===== src/rtl/core/assert_macros.svh =====
// Assertion macros shared by the checksum core, sampled on clock and disabled in reset.
`ifndef ASSERT_MACROS_SVH
`define ASSERT_MACROS_SVH

// Check that an expression holds at every clock edge outside reset.
`define ASSERT_ALWAYS(label, expr) \
   label: assert property (@(posedge clock) disable iff (reset) (expr)) \
      else $error("assertion failed: expression does not hold");

// Check that the consequent holds in the cycle after the antecedent.
`define ASSERT_NEXT(label, ante, cons) \
   label: assert property (@(posedge clock) disable iff (reset) (ante) |=> (cons)) \
      else $error("assertion failed: consequent missing one cycle later");

`endif


===== src/rtl/core/adl32sk_pkg.sv =====
// Types and constants of the Adler-32 skip-window checksum core.
package adl32sk_pkg;

   localparam int SumWidth      = 16;
   localparam int PosWidth      = 9;
   localparam int ByteWidth     = 8;
   localparam int ChecksumWidth = 2 * SumWidth;

   typedef logic [SumWidth-1:0]      sum_type;
   typedef logic [PosWidth-1:0]      pos_type;
   typedef logic [ByteWidth-1:0]     byte_type;
   typedef logic [ChecksumWidth-1:0] checksum_type;

   // Register indexes of the configuration port.
   typedef enum logic [0:0] {
      CSR_SKIP_FIRST = 1'b0,
      CSR_SKIP_COUNT = 1'b1
   } csr_index_type;

   localparam sum_type  ADLER_MOD       = sum_type'(65521);
   localparam sum_type  LOW_SUM_RESET   = sum_type'(1);
   localparam sum_type  HIGH_SUM_RESET  = sum_type'(0);
   localparam pos_type  POS_MAX         = '1;
   localparam byte_type SKIP_FIRST_RESET = byte_type'(8);
   localparam byte_type SKIP_COUNT_RESET = byte_type'(4);

endpackage


===== src/rtl/core/adl32sk_ifs.sv =====
// Valid/ready channel interfaces for the request bytes and the checksum words.
interface adl32sk_req_if;
   import adl32sk_pkg::*;

   logic     valid;
   logic     ready;
   byte_type data_byte;
   logic     last_byte;

   modport source (output valid, output data_byte, output last_byte, input ready);
   modport sink   (input valid, input data_byte, input last_byte, output ready);
endinterface

interface adl32sk_rsp_if;
   import adl32sk_pkg::*;

   logic         valid;
   logic         ready;
   checksum_type checksum;

   modport source (output valid, output checksum, input ready);
   modport sink   (input valid, input checksum, output ready);
endinterface


===== src/rtl/core/adler32_with_skip_window_core.sv =====
// Adler-32 checksum core with a configurable skip window over byte positions.
// The checksum word appears in the cycle after its last byte is accepted.
// Throughput: one byte per cycle while the output slot is free or its word is taken.
// Reset (synchronous, active high): sums to 1 and 0, position to 0, window to 8..11.
// The running sums update in one pass: two 17-bit add and conditional-subtract steps.
module adler32_with_skip_window_core (
   input  logic                      clock,
   input  logic                      reset,
   adl32sk_req_if.sink               req_bus,
   adl32sk_rsp_if.source             rsp_bus,
   input  logic                      csr_wr_en,
   input  adl32sk_pkg::csr_index_type csr_index,
   input  adl32sk_pkg::byte_type     csr_wr_data
);
   import adl32sk_pkg::*;

   `include "assert_macros.svh"

   // Configuration registers
   byte_type skip_first_ff, skip_first_in;
   byte_type skip_count_ff, skip_count_in;

   // Running message state
   sum_type low_sum_ff,  low_sum_in;
   sum_type high_sum_ff, high_sum_in;
   pos_type byte_pos_ff, byte_pos_in;

   // Output register
   logic         rsp_valid_ff, rsp_valid_in;
   checksum_type checksum_ff,  checksum_in;

   logic                req_accept;
   logic                in_window;
   logic [PosWidth-1:0] window_end;
   logic [SumWidth:0]   low_raw;
   logic [SumWidth:0]   high_raw;
   sum_type             low_upd;
   sum_type             high_upd;
   sum_type             low_new;
   sum_type             high_new;
   logic                msg_state_clear;

   // Take a new byte whenever the output slot is empty or being emptied.
   assign req_bus.ready    = !rsp_valid_ff || rsp_bus.ready;
   assign req_accept       = req_bus.valid && req_bus.ready;
   assign rsp_bus.valid    = rsp_valid_ff;
   assign rsp_bus.checksum = checksum_ff;

   // Configuration writes; every index of the port names a register.
   always_comb begin
      skip_first_in = skip_first_ff;
      skip_count_in = skip_count_ff;
      if (csr_wr_en) begin
         unique case (csr_index)
            CSR_SKIP_FIRST: skip_first_in = csr_wr_data;
            CSR_SKIP_COUNT: skip_count_in = csr_wr_data;
            default:        skip_first_in = skip_first_ff;
         endcase
      end
   end

   // Window covers positions skip_first up to skip_first + skip_count - 1.
   // The end never exceeds 510, so a saturated position always falls outside.
   always_comb begin
      window_end = {1'b0, skip_first_ff} + {1'b0, skip_count_ff};
      in_window  = (byte_pos_ff >= {1'b0, skip_first_ff}) && (byte_pos_ff < window_end);
   end

   // Both sums stay below the modulus, so one conditional subtract reduces each.
   always_comb begin
      low_raw  = {1'b0, low_sum_ff} + {{(SumWidth + 1 - ByteWidth){1'b0}}, req_bus.data_byte};
      low_upd  = (low_raw >= {1'b0, ADLER_MOD}) ? sum_type'(low_raw - {1'b0, ADLER_MOD})
                                                 : low_raw[SumWidth-1:0];
      high_raw = {1'b0, high_sum_ff} + {1'b0, low_upd};
      high_upd = (high_raw >= {1'b0, ADLER_MOD}) ? sum_type'(high_raw - {1'b0, ADLER_MOD})
                                                  : high_raw[SumWidth-1:0];
      // Hold both sums for a byte inside the window.
      low_new  = in_window ? low_sum_ff  : low_upd;
      high_new = in_window ? high_sum_ff : high_upd;
   end

   // Advance the message state on each accepted byte; clear it after the last byte.
   always_comb begin
      low_sum_in  = low_sum_ff;
      high_sum_in = high_sum_ff;
      byte_pos_in = byte_pos_ff;
      if (req_accept) begin
         if (req_bus.last_byte) begin
            low_sum_in  = LOW_SUM_RESET;
            high_sum_in = HIGH_SUM_RESET;
            byte_pos_in = '0;
         end else begin
            low_sum_in  = low_new;
            high_sum_in = high_new;
            // Saturate the position counter at its top value.
            if (byte_pos_ff != POS_MAX) begin
               byte_pos_in = byte_pos_ff + pos_type'(1);
            end
         end
      end
   end

   // Load the output word on a last byte; drop it once taken.
   always_comb begin
      rsp_valid_in = rsp_valid_ff;
      checksum_in  = checksum_ff;
      priority if (req_accept && req_bus.last_byte) begin
         rsp_valid_in = 1'b1;
         checksum_in  = {high_new, low_new};
      end else if (rsp_bus.ready) begin
         rsp_valid_in = 1'b0;
      end
   end

   always_ff @(posedge clock) begin
      if (reset) begin
         skip_first_ff <= SKIP_FIRST_RESET;
         skip_count_ff <= SKIP_COUNT_RESET;
         low_sum_ff    <= LOW_SUM_RESET;
         high_sum_ff   <= HIGH_SUM_RESET;
         byte_pos_ff   <= '0;
         rsp_valid_ff  <= 1'b0;
      end else begin
         skip_first_ff <= skip_first_in;
         skip_count_ff <= skip_count_in;
         low_sum_ff    <= low_sum_in;
         high_sum_ff   <= high_sum_in;
         byte_pos_ff   <= byte_pos_in;
         rsp_valid_ff  <= rsp_valid_in;
      end
   end

   // Payload register needs no reset.
   always_ff @(posedge clock) begin
      checksum_ff <= checksum_in;
   end

   // Message state sitting at its starting values.
   assign msg_state_clear = (byte_pos_ff == '0) && (low_sum_ff == LOW_SUM_RESET) &&
                            (high_sum_ff == HIGH_SUM_RESET);

   // Sums must stay reduced for the single-subtract update to be exact.
   `ASSERT_ALWAYS(a_sums_reduced, (low_sum_ff < ADLER_MOD) && (high_sum_ff < ADLER_MOD))
   // A last byte always leaves a checksum word waiting.
   `ASSERT_NEXT(a_last_gives_word, req_accept && req_bus.last_byte, rsp_valid_ff)
   // A last byte returns the message state to its starting values.
   `ASSERT_NEXT(a_last_clears, req_accept && req_bus.last_byte, msg_state_clear)

endmodule


===== src/flat_wrapper.sv =====
// flat-port wrapper written by rule: the top's interface ports become plain ports
module adler32_with_skip_window_core_flat import adl32sk_pkg::*;
  (clock, reset, csr_wr_en, csr_index, csr_wr_data, req_bus_valid, req_bus_data_byte, req_bus_last_byte, req_bus_ready, rsp_bus_valid, rsp_bus_checksum, rsp_bus_ready);
  adl32sk_req_if req_bus_i ();
  adl32sk_rsp_if rsp_bus_i ();
  input  logic clock;
  input  logic reset;
  input  logic csr_wr_en;
  input  adl32sk_pkg::csr_index_type csr_index;
  input  adl32sk_pkg::byte_type csr_wr_data;
  input wire logic [$bits(req_bus_i.valid)-1:0] req_bus_valid;
  input wire logic [$bits(req_bus_i.data_byte)-1:0] req_bus_data_byte;
  input wire logic [$bits(req_bus_i.last_byte)-1:0] req_bus_last_byte;
  output wire logic [$bits(req_bus_i.ready)-1:0] req_bus_ready;
  output wire logic [$bits(rsp_bus_i.valid)-1:0] rsp_bus_valid;
  output wire logic [$bits(rsp_bus_i.checksum)-1:0] rsp_bus_checksum;
  input wire logic [$bits(rsp_bus_i.ready)-1:0] rsp_bus_ready;
  assign req_bus_i.valid = req_bus_valid;
  assign req_bus_i.data_byte = req_bus_data_byte;
  assign req_bus_i.last_byte = req_bus_last_byte;
  assign req_bus_ready = req_bus_i.ready;
  assign rsp_bus_valid = rsp_bus_i.valid;
  assign rsp_bus_checksum = rsp_bus_i.checksum;
  assign rsp_bus_i.ready = rsp_bus_ready;
  adler32_with_skip_window_core u_core (.clock(clock), .reset(reset), .req_bus(req_bus_i), .rsp_bus(rsp_bus_i), .csr_wr_en(csr_wr_en), .csr_index(csr_index), .csr_wr_data(csr_wr_data));
endmodule

===== config.mk =====
export PLATFORM = sky130hd
export DESIGN_NAME = adler32_with_skip_window_core_flat
export DESIGN_NICKNAME = d
export VERILOG_FILES = /design/src/rtl/core/adl32sk_pkg.sv /design/src/rtl/core/adl32sk_ifs.sv /design/src/rtl/core/adler32_with_skip_window_core.sv /design/src/flat_wrapper.sv
export VERILOG_INCLUDE_DIRS = /design/src /design/src/rtl/core
export SDC_FILE = /design/constraint.sdc
export NUM_CORES = 1
export LEC_CHECK = 0
export BUFFER_PORTS_ARGS = -buffer_cell sky130_fd_sc_hd__buf_4
export CAP_MARGIN = 20
export CORE_MARGIN = 8
export CORE_UTILIZATION = 45
export CTS_CLUSTER_SIZE = 30
export DETAILED_ROUTE_END_ITERATION = 16
export HOLD_SLACK_MARGIN = 0.06
export PLACE_DENSITY = 0.64
export SYNTH_ARGS = -nofsm -noshare
export SYNTH_HDL_FRONTEND = slang
export SYNTH_SLANG_ARGS = --single-unit

===== constraint.sdc =====
create_clock -name clock -period 7.9 [get_ports clock]
set_input_delay 2.37 -clock clock [delete_from_list [all_inputs] [get_ports clock]]
set_output_delay 2.37 -clock clock [all_outputs]
set_load 0.05 [all_outputs]

**Yosys cells after proc, flatten, opt, wreduce, memory -nomap -nowiden**

Index checks and enable logic that the tools add are counted.

- Muxes and demuxes: 10
- Shift operators: 0
- Add/sub/neg operators: 6
- Multipliers: 0
- Eq/ne operators: 1
- Divide/modulo/power cells: 0
- $lt $le $gt $ge: 4
- Reduce and logical (&&, ||, !) cells: 10
- Bitwise logic cells: 1

Operators with widths:

| kind | count |
|---|---|
| $mux 16 | 6 |
| $ge 17x16->1 const B | 2 |
| $sub 16x16->16 const B | 2 |
| $mux 9 | 2 |
| $add 16x16->17 | 1 |
| $add 16x8->17 | 1 |
| $add 8x8->9 | 1 |
| $add 9x1->9 const B | 1 |
| $ge 9x8->1 | 1 |
| $lt 9x9->1 | 1 |
| $ne 9x9->1 const B | 1 |
| $reduce_and 2->1 | 3 |
| $reduce_bool 2->1 | 2 |
| $logic_and 1x1->1 | 3 |
| $mux 1 | 2 |
| $logic_not 1->1 | 1 |
| $logic_or 1x1->1 | 1 |
| $not 1->1 | 1 |

- Memory bits (read-only): 0
- Bits of input ports: 23
- Memory bits (writable): 0
- Word-level logic and storage cells: 39
- Memories: 0
- Bits in registers: 90
- Bits in latches: 0

**Longest topological paths before layout**

Gate-level depths: netlist of the first run.

- Word-level depth: 8
- Mapped depth: 26

**Worst setup path after synthesis of the first run**

No wires, ideal clock.

- Path kind: input to register
- From: input req_bus_data_byte[0]
- To: register u_core.checksum_ff[16] (netlist: u_core.rsp_bus.checksum[16]), data pin
- Path slack: -0.117 ns
- Setup time: 0.260 ns
- Stages: 25
- Arrival time: 7.757 ns
- Buffers on the path: 2
- Cell sequence: ha_1 -> fa_1 -> a211oi_1 -> o21ai_1 -> o2bb2ai_1 -> xnor2_1 -> o2111ai_1 -> nor4_1 -> nor2_1 -> xnor2_1 -> inv_1 -> ha_1 -> inv_1 -> fa_1 -> nand3b_2 -> a211oi_1 -> nor4b_1 -> a2111oi_4 -> nand3_2 -> or3_1 -> buf_6 -> o31a_1 -> buf_6 -> xnor2_1 -> mux2_2

- Word-level cells in the longest chain between the ends: 7
- Elaborated cells on any way between the ends: 9

RTL lines:

| element | RTL line | source |
|---|---|---|
| start, declared | flat_wrapper.sv:12 | `input wire logic [$bits(req_bus_i.data_byte)-1:0] req_bus_data_byte;` |
| $add 16x8->17 * | adler32_with_skip_window_core.sv:71 | `low_raw = {1'b0, low_sum_ff} + {{(SumWidth + 1 - ByteWidth){1'b0}}, req_bus.data_byte};` |
| $sub 16x16->16 / $ge 17x16->1 (equally long branches) | adler32_with_skip_window_core.sv:72 | `low_upd = (low_raw >= {1'b0, ADLER_MOD}) ? sum_type'(low_raw - {1'b0, ADLER_MOD})` |
| $mux 16 * | adler32_with_skip_window_core.sv:72 |  |
| $add 16x16->17 * | adler32_with_skip_window_core.sv:74 | `high_raw = {1'b0, high_sum_ff} + {1'b0, low_upd};` |
| $sub 16x16->16 / $ge 17x16->1 (equally long branches) | adler32_with_skip_window_core.sv:75 | `high_upd = (high_raw >= {1'b0, ADLER_MOD}) ? sum_type'(high_raw - {1'b0, ADLER_MOD})` |
| $mux 16 * | adler32_with_skip_window_core.sv:75 |  |
| $mux 16 * | adler32_with_skip_window_core.sv:79 | `high_new = in_window ? high_sum_ff : high_upd;` |
| net u_core.high_new[0] | adler32_with_skip_window_core.sv:40 | `sum_type high_new;` |
| end signal, assigned | adler32_with_skip_window_core.sv:135 | `checksum_ff <= checksum_in;` |
| end, declared | adler32_with_skip_window_core.sv:30 | `checksum_type checksum_ff, checksum_in;` |

The timed path passes the listed nets; every way through them passes the cells marked *.
A chain may end at the register's enable or synchronous reset.

**Worst setup path in the final report of the first run**

- From: input req_bus_data_byte[0]
- To: register u_core.checksum_ff[22] (netlist: u_core.rsp_bus.checksum[22]), data pin

Same word-level chain as after synthesis.

==> metrics.json, run 1 <==
{
  "grt": {
    "pin_count_of_the_biggest_net_entering_global_routing": 41,
    "grt-ovfl-total": 0,
    "grt_first_pass_wirelength_um": 32900,
    "first_global_vias": 6489,
    "number_of_antenna_violations_at_the_first_check_in_global_routing": 0,
    "track_usage_pct": 22.2
  },
  "worst_setup_path": {
    "worstSetupPathType": "in2reg",
    "critPathRequiredTime_ns": 7.94,
    "timing.critical_path.to_type": "flip-flop",
    "path_common_cell": "buf_4",
    "critPathMaxStageDelay_ns": 0.43,
    "start_kind": "primary input",
    "crit_start": "req_bus_data_byte[0]",
    "timing.rr.start": "u_core.low_sum_ff[0]$_SDFFE_PP1P_",
    "path_max_fanout": 8,
    "cp.arrival_ns": 7.77,
    "timing.critical_path.slowest_stage_cell": "fa_1"
  },
  "routing": {
    "met2_wirelength_um": 9620,
    "top_layer_in_use": "met4",
    "totalWireLength_um": 20800,
    "detail_route.iter0.violations": 482,
    "drt-met1-wl_um": 9320,
    "wl_per_cell_um": 18.4,
    "detailedRoute.firstPassIterationCount": 5,
    "routed_via_density": 5.89,
    "total_drc_errors_in_the_routed_layout": 0,
    "route.vias.total": 6670,
    "wl_met3_um": 1310,
    "drtAntennaViolNets": 0
  },
  "placed_design": {
    "place_ws_ns": -0.367,
    "place_hpwl_um": 16200,
    "place.gp.congestion": 0.930,
    "io_buffers": 56
  },
  "power": {
    "p_leak_nw": 3.80,
    "internal-power_mw": 1.07,
    "power_switching_share_pct": 37.2,
    "clockPowerShare_pct": 25.6,
    "highest_ir_drop_seen_on_vdd_uv": 112,
    "share_seq_of_total_power_pct": 31.7,
    "power_dens_cells_mw_per_mm2": 197,
    "power.share.combinational_pct": 42.6,
    "power.net_switching_mw": 0.633
  },
  "layout": {
    "antenna_diode_count": 0,
    "mostFrequentLayoutCells": "184 x buf_4, 73 x nand2_1, 65 x a21oi_1",
    "fillCellCount": 1307,
    "layout_commonest_cell": "buf_4",
    "syn2layout_area_growth_pct": 29.1,
    "post_route_cells_drive_above_1_share_pct": 27.3,
    "final_core_utilization_pct": 59.3,
    "finish.net_count": 1025
  },
  "flow_run": {
    "max-cap-violations": 0
  },
  "yosys": {
    "postSynthRegisterBits": 90,
    "synth_enable_flop_cells": 32,
    "synth_seq_area_share_pct": 31.8,
    "ys_warns": 0,
    "synthesis.area_mm2": 0.00668,
    "postSynthCellCount": 781,
    "synthesis.nets": 863,
    "avgSynthCellArea_um2": 8.55,
    "ys_dominant_reg_cell": "dfxtp_1",
    "ys_types": 77,
    "ys_async_sr_fraction_pct": 0
  },
  "sta": {
    "timing.max_slew.rel_slack_pct": 35.2,
    "worst_pin_slew_ns": 0.972,
    "rsz0062_at_grt": "true",
    "layout_worst_path_cycle_share_pct": 97.8,
    "slew_violations": 0,
    "clock_skew_ns": 0.0128,
    "setup_viol": 0,
    "final_hold_viol_count": 0,
    "min_period_ns": 7.73,
    "timing.final.ws_setup_ns": 0.174,
    "fmaxAchievable_mhz": 129
  },
  "floorplan": {
    "design.portCount": 57,
    "die_width_um": 138,
    "fp-row-count": 44,
    "core_area_mm2": 0.0145,
    "dieHeight_um": 138,
    "initial_core_util_pct": 46.0,
    "die_area_mm2": 0.0190
  },
  "clock_tree": {
    "insertion_delay_ns": 0.36,
    "cts_tree": "yes",
    "clkSinkCount": 90,
    "clock_tree.buffer_depth": 2,
    "cts_max_level": 3,
    "cts.clk_slew.worst_paths_ns": 0.07,
    "clk_root_buffer_cell": "clkbuf_16",
    "numCtsBuffers": 9
  },
  "min_path": {
    "holdCritPathClass": "reg2reg",
    "worst_hold_startpoint": "u_core.skip_count_ff[3]$_SDFFE_PP0P_"
  },
  "outcome": {
    "status": "finished, final reports clean"
  }
}
==> per-layer routing <==
metal  vias up  track usage, %
met5         -               0
met4         0            9.67
met3        39            4.96
met2       228            35.9
met1      3166            27.7
li1       3237               -
==> power groups by stage <==
stage,clock (mW),sequential [mW],combinational [mW]
final,0.436,0.540,0.725
after detailed placement,0,0.550,0.687
after global placement,0,0.549,0.681
after CTS,0.442,0.539,0.692
after global routing,0.455,0.542,0.789
after floorplan,0,0.594,0.361
==> timing repair <==
action | 4_1_cts | 5_1_grt
resized for setup | 1 | 27
setup buffers | 0 | 6
gates cloned | 0 | 0
pin swaps | 0 | 8
hold buffers | 0 | 0
endpoints found under the setup margin | 1 | 32
==> cells by family (layout without fill, tap and decap cells) <==
family / Yosys count / after routing / synth area share, %
adders and majority gates: 59 / 59 / 11.4
muxes: 17 / 17 / 2.79
DFF: 90 / 90 / 31.8
xor gates and xnor gates: 36 / 36 / 4.83
AOI/OAI and AO/OA: 234 / 234 / 24.1
and+or+nand+nor: 275 / 275 / 20.7
buffers and inverters: 70 / 237 / 4.42
==> stage by stage <==
step / cell area, um^2 / setup TNS, ns / hold WS (ns) / instances / power [mW]
after floorplan: 6700 / 0 / 0.441 / 781 / 0.955
after global placement: 8140 / -4.24 / 0.452 / 1110 / 1.23
after detailed placement: 8140 / -6.32 / 0.452 / 1110 / 1.24
after CTS: 8440 / 0 / 0.463 / 1126 / 1.67
after global routing: 8620 / -0.664 / 0.498 / 1132 / 1.79
final: 8620 / 0 / 0.461 / 1132 / 1.70
==> final timing paths <==
path              cells after the start                                     to  slack [ns]
hold reg to reg                       2   u_core.skip_count_ff[3]$_SDFFE_PP0P_        0.46
hold / removal                        2   u_core.skip_count_ff[3]$_SDFFE_PP0P_        0.46
setup reg to reg                     25  u_core.rsp_bus.checksum[22]$_DFFE_PP_        1.95
setup / recovery                     26  u_core.rsp_bus.checksum[22]$_DFFE_PP_        0.17
==> registers in the layout (all words and copies together) (netlist names) <==
register and cells:
u_core.rsp_bus.checksum 32, u_core.high_sum_ff 16, u_core.low_sum_ff 16, u_core.byte_pos_ff 9, u_core.skip_count_ff 8, u_core.skip_first_ff 8, u_core.rsp_bus.valid 1
==> critical path, delay by kind of cell <==
| kind | cells | cell delay (ns) |
|---|---|---|
| xor gates and xnor gates | 2 | 0.46 |
| buffers and inverters | 6 | 1.00 |
| and+or+nand+nor | 3 | 0.76 |
| AOI/OAI and AO/OA | 12 | 2.20 |
| adders and majority gates | 3 | 0.99 |
==> cells in the mapped netlist, drive strengths merged, types with 5 or more instances <==
cell | number | area share (%)
a211o | 5 | 0.66
a211oi | 9 | 1.1
a21o | 13 | 1.5
a21oi | 69 | 5.3
a22o | 20 | 2.6
a22oi | 6 | 0.67
a31oi | 10 | 0.94
and2 | 8 | 0.75
and3 | 16 | 1.5
buf | 12 | 1.2
clkbuf | 24 | 1.3
dfxtp | 58 | 17
edfxtp | 32 | 14
ha | 56 | 10
inv | 34 | 1.9
mux2 | 13 | 2.2
nand2 | 73 | 4.1
nand2b | 8 | 0.75
nand3 | 39 | 3.0
nand4 | 10 | 0.94
nor2 | 53 | 3.0
nor2b | 7 | 0.66
nor3 | 16 | 1.2
o211ai | 5 | 0.56
o21ai | 41 | 3.1
o21bai | 10 | 1.1
o311ai | 5 | 0.66
o31ai | 5 | 0.77
or2 | 5 | 0.47
or3 | 19 | 1.8
xnor2 | 24 | 3.3
xor2 | 12 | 1.6
==> layout make-up <==
cell class | count | area, um^2 | share of cell area [%]
sequential | 90 | 2120 | 24.6
inverter | 34 | 128 | 1.48
timing repair buffer | 187 | 1420 | 16.5
multi-input combinational | 621 | 4430 | 51.3
clock buffer | 10 | 250 | 2.90
clock inverter | 6 | 43.8 | 0.508
tap | 184 | 230 | 2.67
No activity file was read; power rests on OpenSTA's default activity.
==> run 2, diff against run 1 <==
--- a/config.mk
+++ b/config.mk
@@ -9,11 +9,12 @@
 export BUFFER_PORTS_ARGS = -buffer_cell sky130_fd_sc_hd__buf_4
 export CAP_MARGIN = 20
 export CORE_MARGIN = 8
-export CORE_UTILIZATION = 45
+export CORE_UTILIZATION = 40
+export CTS_BUF_LIST = sky130_fd_sc_hd__clkbuf_4
 export CTS_CLUSTER_SIZE = 30
 export DETAILED_ROUTE_END_ITERATION = 16
 export HOLD_SLACK_MARGIN = 0.06
-export PLACE_DENSITY = 0.64
+export PLACE_DENSITY = 0.58
 export SYNTH_ARGS = -nofsm -noshare
 export SYNTH_HDL_FRONTEND = slang
 export SYNTH_SLANG_ARGS = --single-unit
==> metrics.json, run 2 (synthesis results as in run 1) <==
{
  "outcome": {
    "status": "finished, final reports clean"
  },
  "worst_setup_path": {
    "worstSetupPathType": "in2reg",
    "start_kind": "primary input",
    "cp.arrival": {"value": 7.82, "unit": "ns", "change": "+0.05 ns"},
    "critPathRequiredTime": {"value": 8.09, "unit": "ns", "change": "+0.15 ns"},
    "path_max_fanout": {"value": 9, "change": "+1"},
    "timing.critical_path.to_type": "flip-flop"
  },
  "routing": {
    "totalWireLength": {"value": 19600, "unit": "um", "change": "-5.8%"},
    "route.vias.total": {"value": 6383, "change": "-4.3%"},
    "total_drc_errors_in_the_routed_layout": {"value": 0, "change": "unchanged"},
    "routed_via_density": {"value": 5.58, "change": "-5.3%"},
    "detailedRoute.firstPassIterationCount": {"value": 7, "change": "+2"},
    "drtAntennaViolNets": {"value": 0, "change": "unchanged"},
    "detail_route.iter0.violations": {"value": 483, "change": "+0.21%"},
    "wl_per_cell": {"value": 17.1, "unit": "um", "change": "-6.8%"}
  },
  "floorplan": {
    "initial_core_util": {"value": 40.6, "unit": "%", "change": "-5.4 points"},
    "design.portCount": {"value": 57, "change": "unchanged"},
    "dieHeight": {"value": 145, "unit": "um", "change": "+5.4%"},
    "die_width": {"value": 145, "unit": "um", "change": "+5.4%"},
    "core_area": {"value": 0.0165, "unit": "mm^2", "change": "+13%"},
    "die_area": {"value": 0.0211, "unit": "mm^2", "change": "+11%"},
    "fp-row-count": {"value": 47, "change": "+6.8%"}
  },
  "clock_tree": {
    "cts_tree": "yes",
    "cts_max_level": {"value": 3, "change": "unchanged"},
    "numCtsBuffers": {"value": 9, "change": "unchanged"},
    "clock_tree.buffer_depth": {"value": 2, "change": "unchanged"},
    "insertion_delay": {"value": 0.48, "unit": "ns", "change": "+0.12 ns"},
    "clk_root_buffer_cell": "clkbuf_4",
    "clkSinkCount": {"value": 90, "change": "unchanged"},
    "cts.clk_slew.worst_paths": {"value": 0.14, "unit": "ns", "change": "+0.07 ns"}
  },
  "layout": {
    "multi_input_area": {"value": 0.00434, "unit": "mm^2", "change": "-1.9%"},
    "fillCellCount": {"value": 1608, "change": "+23%"},
    "layout.cell_area.non_filler": {"value": 0.00823, "unit": "mm^2", "change": "-4.6%"},
    "layout_commonest_cell": "buf_4",
    "mostFrequentLayoutCells": "162 x buf_4, 73 x nand2_1, 67 x a21oi_1",
    "seqCellArea": {"value": 0.00212, "unit": "mm^2", "change": "unchanged"},
    "finish.net_count": {"value": 1000, "change": "-2.4%"},
    "largest_register_ff_count": {"value": 32, "change": "unchanged"},
    "post_route_cells_drive_above_1_share": {"value": 23.9, "unit": "%", "change": "-3.4 points"},
    "syn2layout_area_growth_pct": 23.2
  },
  "grt": {
    "number_of_antenna_violations_at_the_first_check_in_global_routing": {"value": 1, "change": "+1"},
    "track_usage": {"value": 18.5, "unit": "%", "change": "-3.7 points"},
    "pin_count_of_the_biggest_net_entering_global_routing": {"value": 41, "change": "unchanged"},
    "grt-ovfl-total": {"value": 0, "change": "unchanged"},
    "first_global_vias": {"value": 6184, "change": "-4.7%"},
    "grt_first_pass_wirelength": {"value": 31900, "unit": "um", "change": "-3.1%"}
  },
  "sta": {
    "layout_worst_path_cycle_share": {"value": 96.7, "unit": "%", "change": "-1.1 points"},
    "timing.max_slew.rel_slack": {"value": 34.6, "unit": "%", "change": "-0.60 points"},
    "fmaxAchievable": {"value": 131, "unit": "MHz", "change": "+1.2%"},
    "clock_skew": {"value": 0.0328, "unit": "ns", "change": "+0.0201 ns"},
    "setup_viol": {"value": 0, "change": "unchanged"},
    "slew_violations": {"value": 0, "change": "unchanged"},
    "min_period": {"value": 7.64, "unit": "ns", "change": "-0.0881 ns"},
    "final_hold_viol_count": {"value": 0, "change": "unchanged"},
    "worst_pin_slew": {"value": 0.981, "unit": "ns", "change": "+0.00907 ns"}
  },
  "power": {
    "total_power": {"value": 1.49, "unit": "mW", "change": "-13%"},
    "highest_ir_drop_seen_on_vdd": {"value": 97.1, "unit": "uV", "change": "-13%"},
    "power_dens_cells": {"value": 181, "unit": "mW/mm^2", "change": "-8.3%"},
    "p_leak": {"value": 3.57, "unit": "nW", "change": "-6.1%"}
  },
  "placed_design": {
    "place_hpwl": {"value": 15400, "unit": "um", "change": "-4.8%"},
    "dpl_cell_area": {"value": 0.00803, "unit": "mm^2", "change": "-1.4%"},
    "io_buffers": {"value": 56, "change": "unchanged"},
    "place.gp.congestion": {"value": 0.929, "change": "-0.15%"}
  },
  "min_path": {
    "holdCritPathClass": "reg2reg"
  },
  "flow_run": {
    "max-cap-violations": {"value": 0, "change": "unchanged"}
  }
}
run 2: cell types whose count changed in the layout (fill, tap and decap cells not counted), moves of 4 or more:
cell       change
buf_4         -22
clkbuf_16     -10
clkbuf_4      +12
inv_6          -4
xnor2_1        +4
xnor2_2        -4
run 2: metrics by stage:
step	hold slack [ns]	cells	worst slack, ns	util, %	setup TNS [ns]
3_5_place_dp	0.458	1126	-0.337	48.8	-6.10
3_3_place_gp	0.454	1125	-0.244	48.7	-3.93
2_1_floorplan	0.441	781	0.00625	-	0
5_1_grt	0.502	1144	-0.0129	50.0	-0.0129
4_1_cts	0.479	1142	0.150	49.6	0
6_report	0.477	1144	0.262	50.0	0
run 2: worst max-delay path: stages:
cell and delay, ns:
buf_4 0.11, ha_1 0.21, fa_1 0.43, a211oi_2 0.32
o21ai_2 0.13, o2bb2ai_2 0.19, xnor2_1 0.19, o2111ai_2 0.20
nor4_2 0.33, nor2_1 0.14, xnor2_2 0.18, inv_1 0.08
ha_1 0.16, inv_1 0.06, fa_1 0.41, nand3b_4 0.22
a211oi_2 0.25, nor4b_2 0.09, a2111oi_4 0.36, nand3_2 0.12
or3_1 0.41, buf_4 0.19, o31ai_4 0.27, buf_4 0.20
a21o_1 0.12, a31oi_1 0.07
run 2: where the power goes:
group / total [mW] / switching (mW) / internal, mW
logic: 0.667 / 0.379 / 0.288
registers: 0.545 / 0.0252 / 0.520
clock network: 0.276 / 0.167 / 0.109
total: 1.49 / 0.571 / 0.916
run 2: cell type report:
cell class / count / area share (%)
Clock inverter: 4 / 0.623
Clock buffer: 12 / 1.09
Multi-Input combinational cell: 621 / 52.8
Inverter: 34 / 1.55
Antenna cell: 1 / 0.0304
Timing Repair Buffer: 162 / 14.8
Tap cell: 220 / 3.35
Sequential cell: 90 / 25.8
run 2: worst paths after layout:
kind	start	end	slack (ns)	cells past startpoint
setup / recovery	req_bus_data_byte[0]	u_core.rsp_bus.checksum[18]$_DFFE_PP_	0.26	26
hold reg to reg	u_core.skip_count_ff[5]$_SDFFE_PP0P_	u_core.skip_count_ff[5]$_SDFFE_PP0P_	0.48	2
setup reg to reg	u_core.low_sum_ff[0]$_SDFFE_PP1P_	u_core.rsp_bus.checksum[18]$_DFFE_PP_	1.89	25
hold / removal	u_core.skip_count_ff[5]$_SDFFE_PP0P_	u_core.skip_count_ff[5]$_SDFFE_PP0P_	0.48	2
run 2: what timing repair did:
action	CTS	global route
gates resized for setup	0	8
hold buffers	0	0
buffers inserted	0	1
setup endpoints to repair	0	30
run 2: metal layers:
layer  wire (um)  up-vias  track usage, %
met5           0        -               0
met4         425        0            6.87
met3         848       28            2.95
met2        9050      147            29.7
met1        9280     3022            24.4
li1            -     3186               -
==> run 3, diff against run 2 <==
--- a/config.mk
+++ b/config.mk
@@ -6,6 +6,7 @@
 export SDC_FILE = /design/constraint.sdc
 export NUM_CORES = 1
 export LEC_CHECK = 0
+export ABC_AREA = 1
 export BUFFER_PORTS_ARGS = -buffer_cell sky130_fd_sc_hd__buf_4
 export CAP_MARGIN = 20
 export CORE_MARGIN = 8
==> metrics.json, run 3 <==
{
  "yosys": {
    "ys_async_sr_fraction": {"value": 0, "unit": "%", "change": "unchanged"},
    "synth_enable_flop_cells": {"value": 32, "change": "unchanged"},
    "postSynthRegisterBits": {"value": 90, "change": "unchanged"},
    "synth_common_cells": "313 x nand2_1, 141 x inv_1, 99 x nand3_1",
    "postSynthCellCount": {"value": 1134, "change": "+45%"},
    "ys_dominant_reg_cell": "dfxtp_1",
    "synth_seq_area_share": {"value": 27.4, "unit": "%", "change": "-4.4 points"},
    "synth_top_cells_by_area": "nand2_1 15%, dfxtp_1 15%, edfxtp_1 12%, ha_1 9.0%, inv_1 6.8%",
    "synthesis.nets": {"value": 1216, "change": "+41%"},
    "synthesis.area": {"value": 0.00776, "unit": "mm^2", "change": "+16%"},
    "post-synth-top-count-cell": "nand2_1",
    "avgSynthCellArea": {"value": 6.84, "unit": "um^2", "change": "-20%"},
    "ys_warns": {"value": 0, "change": "unchanged"},
    "yosysTopAreaCellShare": {"value": 15.1, "unit": "%", "change": "-2.2 points"},
    "ys_types": {"value": 44, "change": "-43%"},
    "synth_area_leader_cell": "nand2_1"
  },
  "placed_design": {
    "place.gp.congestion": {"value": 0.891, "change": "-4.0%"},
    "io_buffers": {"value": 56, "change": "unchanged"},
    "place_hpwl": {"value": 16000, "unit": "um", "change": "+4.1%"}
  },
  "grt": {
    "grt_first_pass_wirelength": {"value": 33400, "unit": "um", "change": "+4.8%"},
    "number_of_antenna_violations_at_the_first_check_in_global_routing": {"value": 1, "change": "unchanged"},
    "track_usage": {"value": 17.2, "unit": "%", "change": "-1.2 points"},
    "first_global_vias": {"value": 6626, "change": "+7.1%"},
    "grt-ovfl-total": {"value": 0, "change": "unchanged"},
    "pin_count_of_the_biggest_net_entering_global_routing": {"value": 61, "change": "+49%"}
  },
  "sta": {
    "final_hold_viol_count": {"value": 0, "change": "unchanged"},
    "timing.max_slew.rel_slack": {"value": 57.0, "unit": "%", "change": "+22 points"},
    "clock_skew": {"value": 0.0360, "unit": "ns", "change": "+0.00315 ns"},
    "worst_pin_slew": {"value": 0.645, "unit": "ns", "change": "-0.336 ns"},
    "rsz0062_at_grt": "false",
    "fin_setup_tns": {"value": 0, "unit": "ns", "change": "unchanged"},
    "layout_worst_path_cycle_share": {"value": 87.0, "unit": "%", "change": "-9.7 points"},
    "slew_violations": {"value": 0, "change": "unchanged"},
    "setup_viol": {"value": 0, "change": "unchanged"},
    "min_period": {"value": 6.87, "unit": "ns", "change": "-0.767 ns"},
    "fmaxAchievable": {"value": 146, "unit": "MHz", "change": "+11%"}
  },
  "layout": {
    "finish.net_count": {"value": 1264, "change": "+26%"},
    "post_route_cells_drive_above_1_share": {"value": 18.9, "unit": "%", "change": "-5.1 points"},
    "syn2layout_area_growth_pct": 10.6,
    "mostFrequentLayoutCells": "312 x nand2_1, 141 x inv_1, 99 x nand3_1",
    "largest_register_ff_count": {"value": 32, "change": "unchanged"},
    "final_core_utilization": {"value": 44.5, "unit": "%", "change": "-5.4 points"},
    "layout_commonest_cell": "nand2_1"
  },
  "clock_tree": {
    "clock_tree.buffer_depth": {"value": 2, "change": "unchanged"},
    "number_of_setup_buffers_added_after_cts": {"value": 0, "change": "unchanged"},
    "clkSinkCount": {"value": 90, "change": "unchanged"},
    "resized_after_cts": {"value": 0, "change": "unchanged"},
    "cts_tree": "yes",
    "postCtsHoldBufs": {"value": 0, "change": "unchanged"},
    "clk_root_buffer_cell": "clkbuf_4",
    "cts.clk_slew.worst_paths": {"value": 0.17, "unit": "ns", "change": "+0.03 ns"},
    "cts_max_level": {"value": 3, "change": "unchanged"},
    "numCtsBuffers": {"value": 9, "change": "unchanged"},
    "insertion_delay": {"value": 0.50, "unit": "ns", "change": "+0.02 ns"}
  },
  "worst_setup_path": {
    "start_kind": "primary input",
    "timing.critical_path.slowest_stage_cell": "fa_1",
    "crit-reg2reg-capture": "u_core.rsp_bus.checksum[21]$_DFFE_PP_",
    "r2r_cells": {"value": 31, "change": "+24%"},
    "path_max_fanout": {"value": 15, "change": "+6"},
    "worstSetupPathType": "in2reg",
    "cp.arrival": {"value": 7.11, "unit": "ns", "change": "-0.71 ns"},
    "timing.rr.start": "u_core.low_sum_ff[0]$_SDFFE_PP1P_",
    "critPathRequiredTime": {"value": 8.14, "unit": "ns", "change": "+0.05 ns"},
    "reg2reg_setup_slack": {"value": 2.68, "unit": "ns", "change": "+0.79 ns"},
    "critPathMaxStageDelay": {"value": 0.47, "unit": "ns", "change": "+0.04 ns"},
    "timing.critical_path.to_type": "flip-flop",
    "crit_start": "req_bus_data_byte[0]"
  },
  "routing": {
    "total_drc_errors_in_the_routed_layout": {"value": 0, "change": "unchanged"},
    "drtAntennaViolNets": {"value": 0, "change": "unchanged"},
    "met2_wirelength": {"value": 9640, "unit": "um", "change": "+6.6%"},
    "wl_per_cell": {"value": 14.1, "unit": "um", "change": "-17%"},
    "route.vias.total": {"value": 7060, "change": "+11%"},
    "totalWireLength": {"value": 20600, "unit": "um", "change": "+4.8%"},
    "detail_route.iter0.violations": {"value": 313, "change": "-35%"},
    "routed_via_density": {"value": 4.86, "change": "-13%"},
    "detailedRoute.firstPassIterationCount": {"value": 4, "change": "-3"},
    "top_layer_in_use": "met4",
    "drt-met1-wl": {"value": 10100, "unit": "um", "change": "+9.0%"},
    "wl_met3": {"value": 564, "unit": "um", "change": "-33%"}
  },
  "min_path": {
    "holdCritPathClass": "reg2reg",
    "worst_hold_path.endpoint": "u_core.skip_first_ff[7]$_SDFFE_PP0P_",
    "hold_path_cells": {"value": 2, "change": "unchanged"},
    "worst_hold_startpoint": "u_core.skip_first_ff[7]$_SDFFE_PP0P_"
  },
  "power": {
    "p_leak": {"value": 4.14, "unit": "nW", "change": "+16%"},
    "power.net_switching": {"value": 0.546, "unit": "mW", "change": "-4.5%"},
    "highest_ir_drop_seen_on_vdd": {"value": 91.0, "unit": "uV", "change": "-6.3%"},
    "power.share.combinational": {"value": 38.0, "unit": "%", "change": "-6.8 points"},
    "internal-power": {"value": 0.792, "unit": "mW", "change": "-13%"},
    "clockPowerShare": {"value": 22.3, "unit": "%", "change": "+3.8 points"},
    "power_switching_share": {"value": 40.8, "unit": "%", "change": "+2.4 points"},
    "share_seq_of_total_power": {"value": 39.7, "unit": "%", "change": "+3.1 points"},
    "power_dens_cells": {"value": 156, "unit": "mW/mm^2", "change": "-14%"}
  },
  "floorplan": {
    "die_width": {"value": 155, "unit": "um", "change": "+6.9%"},
    "die_area": {"value": 0.0241, "unit": "mm^2", "change": "+14%"},
    "core_area": {"value": 0.0193, "unit": "mm^2", "change": "+17%"},
    "fp-row-count": {"value": 51, "change": "+8.5%"},
    "initial_core_util": {"value": 40.3, "unit": "%", "change": "-0.32 points"},
    "dieHeight": {"value": 155, "unit": "um", "change": "+6.9%"},
    "design.portCount": {"value": 57, "change": "unchanged"}
  },
  "flow_run": {
    "max-cap-violations": {"value": 0, "change": "unchanged"}
  },
  "outcome": {
    "status": "finished, final reports clean"
  }
}
## run 3: cell count changes after synthesis, sizes merged, moves of 15 or more
cell and change:
nand2 +303, inv +116, nand3 +87, nor2 +38, a22o -20, and2 +20, or3 -19, or2 +18
xnor2 -18, o21ai -17, nand4 +16, and3 -15
## run 3: worst max path at each step
stage	cells past startpoint	slack, ns	end
after CTS	32	1.04	u_core.rsp_bus.checksum[21]$_DFFE_PP_
final	32	1.03	u_core.rsp_bus.checksum[21]$_DFFE_PP_
after detailed placement	34	0.51	u_core.rsp_bus.checksum[26]$_DFFE_PP_
after global placement	32	0.60	u_core.rsp_bus.checksum[18]$_DFFE_PP_
after global routing	34	0.51	u_core.high_sum_ff[11]$_SDFFE_PP0P_
after floorplan	36	1.29	u_core.rsp_bus.checksum[30]$_DFFE_PP_
## run 3: critical path, delay by kind of cell
family / cells / cell delay, ns
XOR/XNOR: 1 / 0.10
adder cells (fa/ha/maj): 4 / 1.30
buffers and inverters: 5 / 0.50
AND/OR/NAND/NOR: 22 / 2.81
## run 3: final cells by class
cell class / instances / area (um^2)
Fill cell: 2111 / 10700
Multi-Input combinational cell: 871 / 4950
Sequential cell: 90 / 2120
Inverter: 150 / 563
Timing Repair Buffer: 60 / 463
Tap cell: 265 / 332
Clock inverter: 7 / 85.1
Clock buffer: 9 / 67.6
Antenna cell: 1 / 2.50
## run 3: power groups by stage
stage / combinational [mW] / sequential [mW] / clock, mW
5_1_grt: 0.569 / 0.535 / 0.325
3_3_place_gp: 0.505 / 0.542 / 0
6_report: 0.508 / 0.531 / 0.299
2_1_floorplan: 0.353 / 0.579 / 0
3_5_place_dp: 0.508 / 0.542 / 0
4_1_cts: 0.510 / 0.532 / 0.306
## run 3: logic make-up after synthesis
group	after synthesis	synth area share (%)
AOI/OAI and AO/OA	101	7.08
buffers and inverters	173	8.98
adders and majority gates	59	9.81
and+or+nand+nor	686	43.8
xor gates and xnor gates	25	3.02
DFF	90	27.4
## run 3: layer usage
| layer | global-route usage (%) | up-vias |
|---|---|---|
| li1 | - | 3748 |
| met1 | 22.9 | 3217 |
| met2 | 28.6 | 78 |
| met3 | 2.72 | 17 |
| met4 | 4.30 | 0 |
| met5 | 0 | - |
## run 3: metrics by stage
step / instances / hold slack (ns) / area (um^2) / worst slack (ns) / total power [mW]
final: 1453 / 0.488 / 8580 / 1.03 / 1.34
after global routing: 1453 / 0.513 / 8580 / 0.513 / 1.43
after CTS: 1451 / 0.492 / 8560 / 1.04 / 1.35
after detailed placement: 1435 / 0.470 / 8410 / 0.515 / 1.05
after global placement: 1435 / 0.472 / 8410 / 0.597 / 1.05
after floorplan: 1134 / 0.448 / 7760 / 1.29 / 0.931
